$ cat config.mk
export PLATFORM = sky130hd
export DESIGN_NAME = interrupt_table_active_line_parser
export DESIGN_NICKNAME = d
export VERILOG_FILES = /design/src/italp_pkg.sv /design/src/italp_front.sv /design/src/italp_queue.sv /design/src/italp_back.sv /design/src/interrupt_table_active_line_parser.sv
export SDC_FILE = /design/constraint.sdc
export NUM_CORES = 1
export LEC_CHECK = 0
export BUFFER_PORTS_ARGS = -buffer_cell sky130_fd_sc_hd__buf_2
export CAP_MARGIN = 40
export CELL_PAD_IN_SITES_DETAIL_PLACEMENT = 0
export CELL_PAD_IN_SITES_GLOBAL_PLACEMENT = 1
export CORE_ASPECT_RATIO = 2
export CORE_MARGIN = 4
export CORE_UTILIZATION = 35
export CTS_BUF_LIST = sky130_fd_sc_hd__clkbuf_4
export CTS_CLUSTER_DIAMETER = 120
export DETAILED_ROUTE_END_ITERATION = 8
export PLACE_DENSITY = 0.63
export SYNTH_ARGS = -nofsm -noshare
export SYNTH_HDL_FRONTEND = slang
export SYNTH_SLANG_ARGS = --single-unit
$ cat constraint.sdc
create_clock -name clock -period 5.9 [get_ports clock]
set_input_delay 0.59 -clock clock [delete_from_list [all_inputs] [get_ports clock]]
set_output_delay 0.59 -clock clock [all_outputs]
set_load 0.03 [all_outputs]
$ cat src/italp_pkg.sv
// Shared types and constants for the active interrupt line parser.
package italp_pkg;

   localparam int unsigned IRQ_W = 12;
   localparam int unsigned COUNT_W = 13;
   localparam int unsigned BYTES_W = 17;
   localparam int unsigned DATA_W = 32;
   localparam int unsigned USER_W = 2;
   localparam int unsigned MAX_IRQ = 4095;
   localparam int unsigned BUFFER_BYTES = 128 * 1024;

   localparam logic [COUNT_W-1:0] COUNT_CAP = COUNT_W'(4096);
   localparam logic [COUNT_W-1:0] MAX_COUNT_RESET = COUNT_W'(512);
   localparam logic [BYTES_W-1:0] BYTE_LIMIT = BYTES_W'(BUFFER_BYTES - 1);

   localparam int unsigned QUEUE_DEPTH = 4;
   localparam int unsigned QPTR_W = $clog2(QUEUE_DEPTH);
   localparam int unsigned QCNT_W = $clog2(QUEUE_DEPTH + 1);

   localparam logic [7:0] CH_NEWLINE = 8'h0A;
   localparam logic [7:0] CH_SPACE = 8'h20;
   localparam logic [7:0] CH_TAB = 8'h09;
   localparam logic [7:0] CH_COLON = 8'h3A;
   localparam logic [7:0] CH_DIGIT_0 = 8'h30;
   localparam logic [7:0] CH_DIGIT_9 = 8'h39;

   typedef enum logic [4:0] {
      PH_LEAD = 5'b00001,
      PH_NUM  = 5'b00010,
      PH_GAP  = 5'b00100,
      PH_CNT  = 5'b01000,
      PH_SKIP = 5'b10000
   } phase_type;

   typedef struct packed {
      logic               found;
      logic               done;
      logic [IRQ_W-1:0]   irq;
      logic [COUNT_W-1:0] count;
   } record_type;

   typedef struct packed {
      logic full;
      logic empty;
   } qstat_type;

endpackage

$ cat src/italp_front.sv
// Byte parser that classifies table text and queues line and done records.
module italp_front (
   input  logic                           clock,
   input  logic                           reset,
   input  logic                           csr_wen,
   input  logic [italp_pkg::COUNT_W-1:0]  csr_wdata,
   input  logic                           accept,
   input  logic [7:0]                     text_byte,
   input  logic                           final_byte,
   output logic                           push,
   output italp_pkg::record_type          push_rec
);

   italp_pkg::phase_type             phase_ff, phase_in;
   logic                             header_ff, header_in;
   logic [italp_pkg::IRQ_W-1:0]      acc_ff, acc_in;
   logic                             nz_ff, nz_in;
   logic [italp_pkg::COUNT_W-1:0]    rep_ff, rep_in;
   logic [italp_pkg::BYTES_W-1:0]    bytes_ff, bytes_in;
   logic                             fin_ff, fin_in;
   logic [italp_pkg::COUNT_W-1:0]    max_count_ff, max_count_in;

   always_comb begin
      logic                          ws;
      logic                          dig;
      logic                          ending;
      logic                          take;
      logic [3:0]                    d;
      logic [15:0]                   v;
      logic [italp_pkg::COUNT_W-1:0] lim;
      logic                          found;
      logic [italp_pkg::IRQ_W-1:0]   irq;
      italp_pkg::phase_type          ph;
      logic                          hdr;
      logic [italp_pkg::IRQ_W-1:0]   acc;
      logic                          nz;
      logic [italp_pkg::COUNT_W-1:0] rep;
      logic [italp_pkg::BYTES_W-1:0] bts;
      logic                          fin;

      ws = (text_byte == italp_pkg::CH_SPACE) || (text_byte == italp_pkg::CH_TAB);
      dig = (text_byte >= italp_pkg::CH_DIGIT_0) && (text_byte <= italp_pkg::CH_DIGIT_9);
      d = dig ? text_byte[3:0] : 4'd0;
      v = 16'({acc_ff, 3'b000}) + 16'({acc_ff, 1'b0}) + {12'd0, d};
      ending = (text_byte == 8'd0) || final_byte;
      take = (text_byte != 8'd0) && !fin_ff && (bytes_ff < italp_pkg::BYTE_LIMIT);
      lim = (max_count_ff > italp_pkg::COUNT_CAP) ? italp_pkg::COUNT_CAP : max_count_ff;

      ph = phase_ff;
      hdr = header_ff;
      acc = acc_ff;
      nz = nz_ff;
      rep = rep_ff;
      bts = bytes_ff;
      fin = fin_ff;
      found = 1'b0;
      irq = '0;

      if (take) begin
         bts = bts + 1'b1;
         if (text_byte == italp_pkg::CH_NEWLINE) begin
            if (nz) begin
               if (rep < lim) begin
                  rep = rep + 1'b1;
                  found = 1'b1;
                  irq = acc;
               end else begin
                  fin = 1'b1;
               end
            end
            ph = italp_pkg::PH_LEAD;
            nz = 1'b0;
            acc = '0;
         end else begin
            unique case (ph)
               italp_pkg::PH_LEAD: begin
                  if (!hdr) begin
                     hdr = 1'b1;
                     ph = italp_pkg::PH_SKIP;
                  end else if (ws) begin
                     ph = italp_pkg::PH_LEAD;
                  end else if (dig) begin
                     acc = {8'd0, d};
                     ph = italp_pkg::PH_NUM;
                  end else begin
                     ph = italp_pkg::PH_SKIP;
                  end
               end
               italp_pkg::PH_NUM: begin
                  if (dig) begin
                     if (v > 16'(italp_pkg::MAX_IRQ)) begin
                        ph = italp_pkg::PH_SKIP;
                     end else begin
                        acc = v[italp_pkg::IRQ_W-1:0];
                     end
                  end else if (text_byte == italp_pkg::CH_COLON) begin
                     nz = 1'b0;
                     ph = italp_pkg::PH_GAP;
                  end else begin
                     ph = italp_pkg::PH_SKIP;
                  end
               end
               italp_pkg::PH_GAP, italp_pkg::PH_CNT: begin
                  if (dig) begin
                     if (d != 4'd0) begin
                        nz = 1'b1;
                     end
                     ph = italp_pkg::PH_CNT;
                  end else if (ws) begin
                     ph = italp_pkg::PH_GAP;
                  end else begin
                     ph = italp_pkg::PH_SKIP;
                  end
               end
               default: begin
                  ph = italp_pkg::PH_SKIP;
               end
            endcase
         end
      end

      // The open line is finished when the scan ends, unless the limit already stopped it.
      if (ending && !fin && nz) begin
         if (rep < lim) begin
            rep = rep + 1'b1;
            found = 1'b1;
            irq = acc;
         end
      end

      push = accept && (found || ending);
      push_rec.found = found;
      push_rec.done = ending;
      push_rec.irq = irq;
      push_rec.count = rep;

      phase_in = phase_ff;
      header_in = header_ff;
      acc_in = acc_ff;
      nz_in = nz_ff;
      rep_in = rep_ff;
      bytes_in = bytes_ff;
      fin_in = fin_ff;
      if (accept) begin
         if (ending) begin
            phase_in = italp_pkg::PH_LEAD;
            header_in = 1'b0;
            acc_in = '0;
            nz_in = 1'b0;
            rep_in = '0;
            bytes_in = '0;
            fin_in = 1'b0;
         end else begin
            phase_in = ph;
            header_in = hdr;
            acc_in = acc;
            nz_in = nz;
            rep_in = rep;
            bytes_in = bts;
            fin_in = fin;
         end
      end

      max_count_in = csr_wen ? csr_wdata : max_count_ff;
   end

   always_ff @(posedge clock) begin
      if (reset) begin
         phase_ff <= italp_pkg::PH_LEAD;
         header_ff <= 1'b0;
         acc_ff <= '0;
         nz_ff <= 1'b0;
         rep_ff <= '0;
         bytes_ff <= '0;
         fin_ff <= 1'b0;
         max_count_ff <= italp_pkg::MAX_COUNT_RESET;
      end else begin
         phase_ff <= phase_in;
         header_ff <= header_in;
         acc_ff <= acc_in;
         nz_ff <= nz_in;
         rep_ff <= rep_in;
         bytes_ff <= bytes_in;
         fin_ff <= fin_in;
         max_count_ff <= max_count_in;
      end
   end

endmodule

$ cat src/italp_queue.sv
// Short record queue between the parser and the result serializer.
module italp_queue (
   input  logic                  clock,
   input  logic                  reset,
   input  logic                  push,
   input  italp_pkg::record_type push_rec,
   input  logic                  pop,
   output italp_pkg::record_type head_rec,
   output italp_pkg::qstat_type  status
);

   italp_pkg::record_type              mem_ff [italp_pkg::QUEUE_DEPTH];
   logic [italp_pkg::QPTR_W-1:0]       wr_ptr_ff, wr_ptr_in;
   logic [italp_pkg::QPTR_W-1:0]       rd_ptr_ff, rd_ptr_in;
   logic [italp_pkg::QCNT_W-1:0]       cnt_ff, cnt_in;

   function automatic logic [italp_pkg::QCNT_W-1:0] QCNT_ONE(input logic b);
      return {{(italp_pkg::QCNT_W-1){1'b0}}, b};
   endfunction

   always_comb begin
      wr_ptr_in = push ? wr_ptr_ff + 1'b1 : wr_ptr_ff;
      rd_ptr_in = pop ? rd_ptr_ff + 1'b1 : rd_ptr_ff;
      cnt_in = cnt_ff + QCNT_ONE(push) - QCNT_ONE(pop);
      status.full = (cnt_ff == italp_pkg::QCNT_W'(italp_pkg::QUEUE_DEPTH));
      status.empty = (cnt_ff == '0);
      head_rec = mem_ff[rd_ptr_ff];
   end

   always_ff @(posedge clock) begin
      if (push) begin
         mem_ff[wr_ptr_ff] <= push_rec;
      end
   end

   always_ff @(posedge clock) begin
      if (reset) begin
         wr_ptr_ff <= '0;
         rd_ptr_ff <= '0;
         cnt_ff <= '0;
      end else begin
         wr_ptr_ff <= wr_ptr_in;
         rd_ptr_ff <= rd_ptr_in;
         cnt_ff <= cnt_in;
      end
   end

endmodule

$ cat src/italp_back.sv
// Result serializer that turns queued records into output beats.
module italp_back (
   input  logic                               clock,
   input  logic                               reset,
   input  italp_pkg::record_type              head_rec,
   input  italp_pkg::qstat_type               status,
   output logic                               pop,
   output logic                               rsp_tvalid,
   input  logic                               rsp_tready,
   output logic [italp_pkg::DATA_W-1:0]       rsp_tdata,
   output logic [italp_pkg::USER_W-1:0]       rsp_tuser,
   output logic                               rsp_tlast
);

   logic                               valid_ff, valid_in;
   logic                               sent_found_ff, sent_found_in;
   logic [italp_pkg::DATA_W-1:0]       data_ff, data_in;
   logic [italp_pkg::USER_W-1:0]       user_ff, user_in;
   logic                               last_ff, last_in;
   logic                               load;
   logic                               beat_found;
   logic                               last_beat;

   always_comb begin
      beat_found = head_rec.found && !sent_found_ff;
      last_beat = !beat_found || !head_rec.done;
      load = !status.empty && (!valid_ff || rsp_tready);
      pop = load && last_beat;

      valid_in = load ? 1'b1 : (rsp_tready ? 1'b0 : valid_ff);
      sent_found_in = load ? (beat_found && !last_beat) : sent_found_ff;

      data_in = data_ff;
      user_in = user_ff;
      last_in = last_ff;
      if (load) begin
         data_in = {(italp_pkg::DATA_W - italp_pkg::COUNT_W - italp_pkg::IRQ_W)'(0),
                    head_rec.count,
                    beat_found ? head_rec.irq : italp_pkg::IRQ_W'(0)};
         user_in = {!beat_found, beat_found};
         last_in = last_beat;
      end
   end

   always_ff @(posedge clock) begin
      if (reset) begin
         valid_ff <= 1'b0;
         sent_found_ff <= 1'b0;
      end else begin
         valid_ff <= valid_in;
         sent_found_ff <= sent_found_in;
      end
   end

   always_ff @(posedge clock) begin
      data_ff <= data_in;
      user_ff <= user_in;
      last_ff <= last_in;
   end

   assign rsp_tvalid = valid_ff;
   assign rsp_tdata = data_ff;
   assign rsp_tuser = user_ff;
   assign rsp_tlast = last_ff;

endmodule

$ cat src/interrupt_table_active_line_parser.sv
// Top level of the active interrupt line parser.
// The block scans an interrupt-count text table that arrives one byte per beat on the
// req_ channel and reports every line whose counters are not all zero on the rsp_ channel.
// Each result beat is either a found beat with the line's interrupt number or a done beat
// that closes the scan; both carry the number of lines reported so far. The last beat
// caused by one input byte has rsp_tlast set, and a byte causes at most two beats.
// The csr_ port writes the report limit, which resets to 512; the user must write it only while
// no scan result is pending, and the block itself does not enforce this.
// Throughput is one input byte per cycle while the queue is not full. The parser updates its
// line state and pushes a record into a four-entry queue; the serializer drains one beat per
// cycle while the receiver is ready, and the queue absorbs a byte that yields two beats.
// An accepted byte's record is written into the queue, then loaded into the output register.
// When the receiver stalls, the output register holds its beat, the queue fills, and
// req_tready drops only once the queue is full. Reset clears the parser state, the
// queue and the output valid flag, and returns the limit to 512.
module interrupt_table_active_line_parser (
   input  logic                              clock,
   input  logic                              reset,
   input  logic                              csr_wen,
   input  logic [italp_pkg::COUNT_W-1:0]     csr_wdata,
   input  logic                              req_tvalid,
   output logic                              req_tready,
   input  logic [7:0]                        req_tdata,   // [7:0] text_byte
   input  logic                              req_tlast,
   output logic                              rsp_tvalid,
   input  logic                              rsp_tready,
   output logic [italp_pkg::DATA_W-1:0]      rsp_tdata,   // [11:0] irq_number, [24:12] active_count
   output logic [italp_pkg::USER_W-1:0]      rsp_tuser,   // [0] found, [1] scan_done
   output logic                              rsp_tlast
);

   logic                  accept;
   logic                  push;
   logic                  pop;
   italp_pkg::record_type push_rec;
   italp_pkg::record_type head_rec;
   italp_pkg::qstat_type  status;

   assign req_tready = !status.full;
   assign accept = req_tvalid && req_tready;

   italp_front u_front (
      .clock      (clock),
      .reset      (reset),
      .csr_wen    (csr_wen),
      .csr_wdata  (csr_wdata),
      .accept     (accept),
      .text_byte  (req_tdata),
      .final_byte (req_tlast),
      .push       (push),
      .push_rec   (push_rec)
   );

   italp_queue u_queue (
      .clock    (clock),
      .reset    (reset),
      .push     (push),
      .push_rec (push_rec),
      .pop      (pop),
      .head_rec (head_rec),
      .status   (status)
   );

   italp_back u_back (
      .clock      (clock),
      .reset      (reset),
      .head_rec   (head_rec),
      .status     (status),
      .pop        (pop),
      .rsp_tvalid (rsp_tvalid),
      .rsp_tready (rsp_tready),
      .rsp_tdata  (rsp_tdata),
      .rsp_tuser  (rsp_tuser),
      .rsp_tlast  (rsp_tlast)
   );

endmodule

==> results.yml <==
logic_synthesis:
  cell_area_after_technology_mapping_sq_um: 10500
  yosys.cell_count.top_type: "sky130_fd_sc_hd__edfxtp_1"
  netlist_instances: 890
  syn_avg_cell_area_sq_um: 11.8
  sequential_element_share_of_the_synthesized_area_pct: 52.8
  synth_enable_flop_cells: 136
  number_of_warnings_printed_during_yosys_synthesis: 0
  synthDistinctLibCells: 74
  synth_top_area_cell: "sky130_fd_sc_hd__edfxtp_1"
  yosys_register_bits: 210
  commonest_register_cell_after_synthesis: "sky130_fd_sc_hd__edfxtp_1"
  async_flop_share_pct: 0
  synth.area.top_cells: "sky130_fd_sc_hd__edfxtp_1, sky130_fd_sc_hd__dfxtp_1, sky130_fd_sc_hd__ha_1"
  yosys-top-cells-count: "sky130_fd_sc_hd__edfxtp_1, sky130_fd_sc_hd__nor2_1, sky130_fd_sc_hd__dfxtp_1, sky130_fd_sc_hd__ha_1, sky130_fd_sc_hd__nand2_1"
  synth_top_cell_area_share_pct: 38.7
clock_tree:
  clk_transition_reported_paths_ns: 0.07
  h-tree-depth: 2
  cts_hold_buf: 0
  cts_buffer_count: 50
  cts.sink_count: 210
  max-clock-path-buffers: 3
  worstSkewPairLatency_ns: 0.70
  cts_root_buf: "sky130_fd_sc_hd__clkbuf_4"
  cts_tree: "done"
  postCtsSetupRepairBufs: 0
route:
  routed_wl_um: 25600
  routedWlPerCell_um: 18.3
  routed-via-count: 7364
  viasPerCell: 5.27
  first_iter_violations: 287
  drcViolationCount: 0
  total_iterations_of_the_first_detailed_routing_run: 4
  drtAntennaViolNets: 0
power_and_ir_drop:
  report.power.total_uw: 3980
  power.ir.vdd_worst_v: 0.000153
  total_leakage_power_uw: 0.00455
  total_power_per_unit_cell_area_nw_per_um2: 331
worst_setup_path:
  largest_driver_fanout_on_the_critical_path: 9
  worstSetupStartpoint: "u_front.max_count_ff[12]"
  worst-endpoint-arrival_ns: 5.96
  endpoint: "u_queue.mem_ff[3][5]"
  r2r_setup_slack_ns: 0.37
  worstReg2RegStart: "u_front.max_count_ff[12]"
  crit_path_end_kind: "flop"
  path_class: "reg2reg"
  timing.rr.end: "u_queue.mem_ff[3][5]"
  critPathLaunchType: "flop"
  timing.reg2reg.worst_path_depth: 20
  critical_path_required_ns: 6.33
finish:
  layout-drive-gt1-share_pct: 21.4
  final_net_count: 1078
  flow.area_growth_from_synthesis_pct: 14.1
  final_area_sq_um: 12000
  nFillCells: 2933
  final-instance-count-excl-fill: 1398
place:
  gp_routability_congestion: 0.830
  dp_cell_count: 1304
  port-buffer-count: 56
  dpl.hpwl_um: 19400
  dpl_cell_area_sq_um: 11400
die:
  die_width_um: 131
  initial_cell_density_of_the_core_pct: 35.6
  fp-row-count: 89
  die_ar_sq_um: 33100
  die_height_um: 253
  top_level_ports: 64
  core_area_sq_um: 29600
timing:
  worst_hold_margin_ns: 0.113
  final.setup_skew_ns: 0.0535
  post-route-min-period_ns: 5.53
  timing_max_transition_violations_final: 0
  worst-slew-pin-transition_ns: 0.841
  rsz0062_at_grt: "false"
  finalHoldViolations: 0
  final.period_utilization_pct: 93.7
  max_clock_freq_mhz: 181
  total_of_endpoints_with_negative_setup_slack_in_the_final_report: 0
  totalNegativeSetupSlack_ns: 0
  relSlewSlack_pct: 43.5
global_routing:
  grt.met2_usage_pct: 31.0
  gr-total-overflow: 0
  gr-usage-met1_pct: 15.1
  grt.busiest_layer: "met2"
  first_global_vias: 7659
  grt_max_degree: 39
  grt_first_pass_wirelength_um: 40300
  grt_antenna_before_repair: 1
  gr-usage-all-layers_pct: 15.8
  grtUsageMet3_pct: 2.83
job:
  drv.max_cap_violation_count: 0
status:
  status: "finished, final reports clean"
min_path:
  min_path_type: "in2reg"
## where the power goes
| part | internal, uW | switching [uW] | leakage (uW) |
|---|---|---|---|
| clock network | 623 | 585 | 0.000396 |
| registers | 1770 | 59.4 | 0.00181 |
| logic | 345 | 600 | 0.00235 |
| total | 2740 | 1240 | 0.00455 |
## cell families (layout without fill, tap and decap cells)
group / after synthesis / in the layout / synth area share, %
buffers and inverters: 72 / 208 / 2.92
adders and majority gates: 59 / 59 / 7.22
DFF: 210 / 210 / 52.8
AOI/OAI and AO/OA: 168 / 168 / 11.3
and+or+nand+nor: 287 / 287 / 14.3
xor gates and xnor gates: 47 / 47 / 3.91
muxes: 46 / 46 / 7.59
other: 1 / 9 / 0.0356
## repair_timing
action,in CTS,in global routing
hold endpoints to repair,0,0
gates resized for setup,0,1
endpoints found under the setup margin,0,8
## stage by stage
step	worst slack, ns	utilization, %
floorplan	0.707	-
global route	0.00542	40.6
CTS	0.310	40.6
finish	0.370	40.6
detailed placement	0.240	38.3
global placement	0.347	38.2
## cells in the final DEF, fill, tap and decap left out, types with 20 or more instances in the layout
cell type                    n
sky130_fd_sc_hd__dfxtp_1    73
sky130_fd_sc_hd__buf_2      56
sky130_fd_sc_hd__nand2_1    55
sky130_fd_sc_hd__a21oi_1    33
sky130_fd_sc_hd__ha_1       56
sky130_fd_sc_hd__nor2_1     81
sky130_fd_sc_hd__nor2b_1    21
sky130_fd_sc_hd__xnor2_1    31
sky130_fd_sc_hd__clkbuf_4   74
sky130_fd_sc_hd__buf_4      27
sky130_fd_sc_hd__mux4_2     27
sky130_fd_sc_hd__o21ai_0    28
sky130_fd_sc_hd__edfxtp_1  136
sky130_fd_sc_hd__nand3_1    20
sky130_fd_sc_hd__inv_1      32
## routing by layer
layer / vias to the layer above / share of wire, %
met5: - / 0
met1: 3535 / 35
li1: 3610 / -
met2: 155 / 57
met3: 64 / 3.7
met4: 0 / 4.4
## worst min-delay path by stage
stage / startpoint / to / slack (ns) / cells after the start
finish: csr_wdata[9] / u_front.max_count_ff[9] / 0.11 / 2
global route: csr_wdata[9] / u_front.max_count_ff[9] / 0.06 / 2
CTS: csr_wdata[9] / u_front.max_count_ff[9] / 0.04 / 2
detailed placement: u_front.phase_ff[0] / u_front.phase_ff[0] / 0.48 / 2
global placement: u_front.phase_ff[0] / u_front.phase_ff[0] / 0.47 / 2
floorplan: u_back.sent_found_ff / u_back.sent_found_ff / 0.45 / 2
## worst max-delay path, cell delays in order, from the launching register on
cell and delay [ns]:
sky130_fd_sc_hd__dfxtp_1 0.33, sky130_fd_sc_hd__inv_1 0.22, sky130_fd_sc_hd__buf_4 0.19, sky130_fd_sc_hd__nand2_1 0.09
sky130_fd_sc_hd__ha_1 0.23, sky130_fd_sc_hd__a21o_1 0.17, sky130_fd_sc_hd__a31o_2 0.24, sky130_fd_sc_hd__a2111o_1 0.47
sky130_fd_sc_hd__or4_1 0.54, sky130_fd_sc_hd__nor2_1 0.16, sky130_fd_sc_hd__and3_1 0.20, sky130_fd_sc_hd__xnor2_1 0.19
sky130_fd_sc_hd__inv_1 0.08, sky130_fd_sc_hd__ha_1 0.31, sky130_fd_sc_hd__a211oi_1 0.21, sky130_fd_sc_hd__nand2_1 0.08
sky130_fd_sc_hd__a31oi_1 0.27, sky130_fd_sc_hd__and3b_1 0.26, sky130_fd_sc_hd__nand2_1 0.23, sky130_fd_sc_hd__or4_1 0.59
sky130_fd_sc_hd__and2_1 0.21
## registers in the layout, summed over array words and instances, names as in the netlist, named ones only
name / cells
u_front.acc_ff: 12
u_queue.rd_ptr_ff: 2
u_front.phase_ff: 5
u_back.rsp_tlast: 1
u_front.nz_ff: 1
u_back.rsp_tuser: 2
u_front.max_count_ff: 13
u_front.bytes_ff: 17
u_front.fin_ff: 1
u_back.sent_found_ff: 1
u_queue.wr_ptr_ff: 2
u_queue.cnt_ff: 3
u_front.header_ff: 1
u_back.rsp_tdata: 25
u_front.rep_ff: 13
u_queue.mem_ff: 108
u_back.rsp_tvalid: 1
## final cells by class
class	count	area [sq um]	share of cell area [%]
antenna	2	5.00	0.0416
clock inverter	18	106	0.884
clock buffer	74	556	4.62
sequential	210	5570	46.3
inverter	32	120	0.999
multi-input combinational	614	4710	39.1
tap	364	455	3.79
timing repair buffer	84	510	4.24
Power figures use the tool's default switching activity.
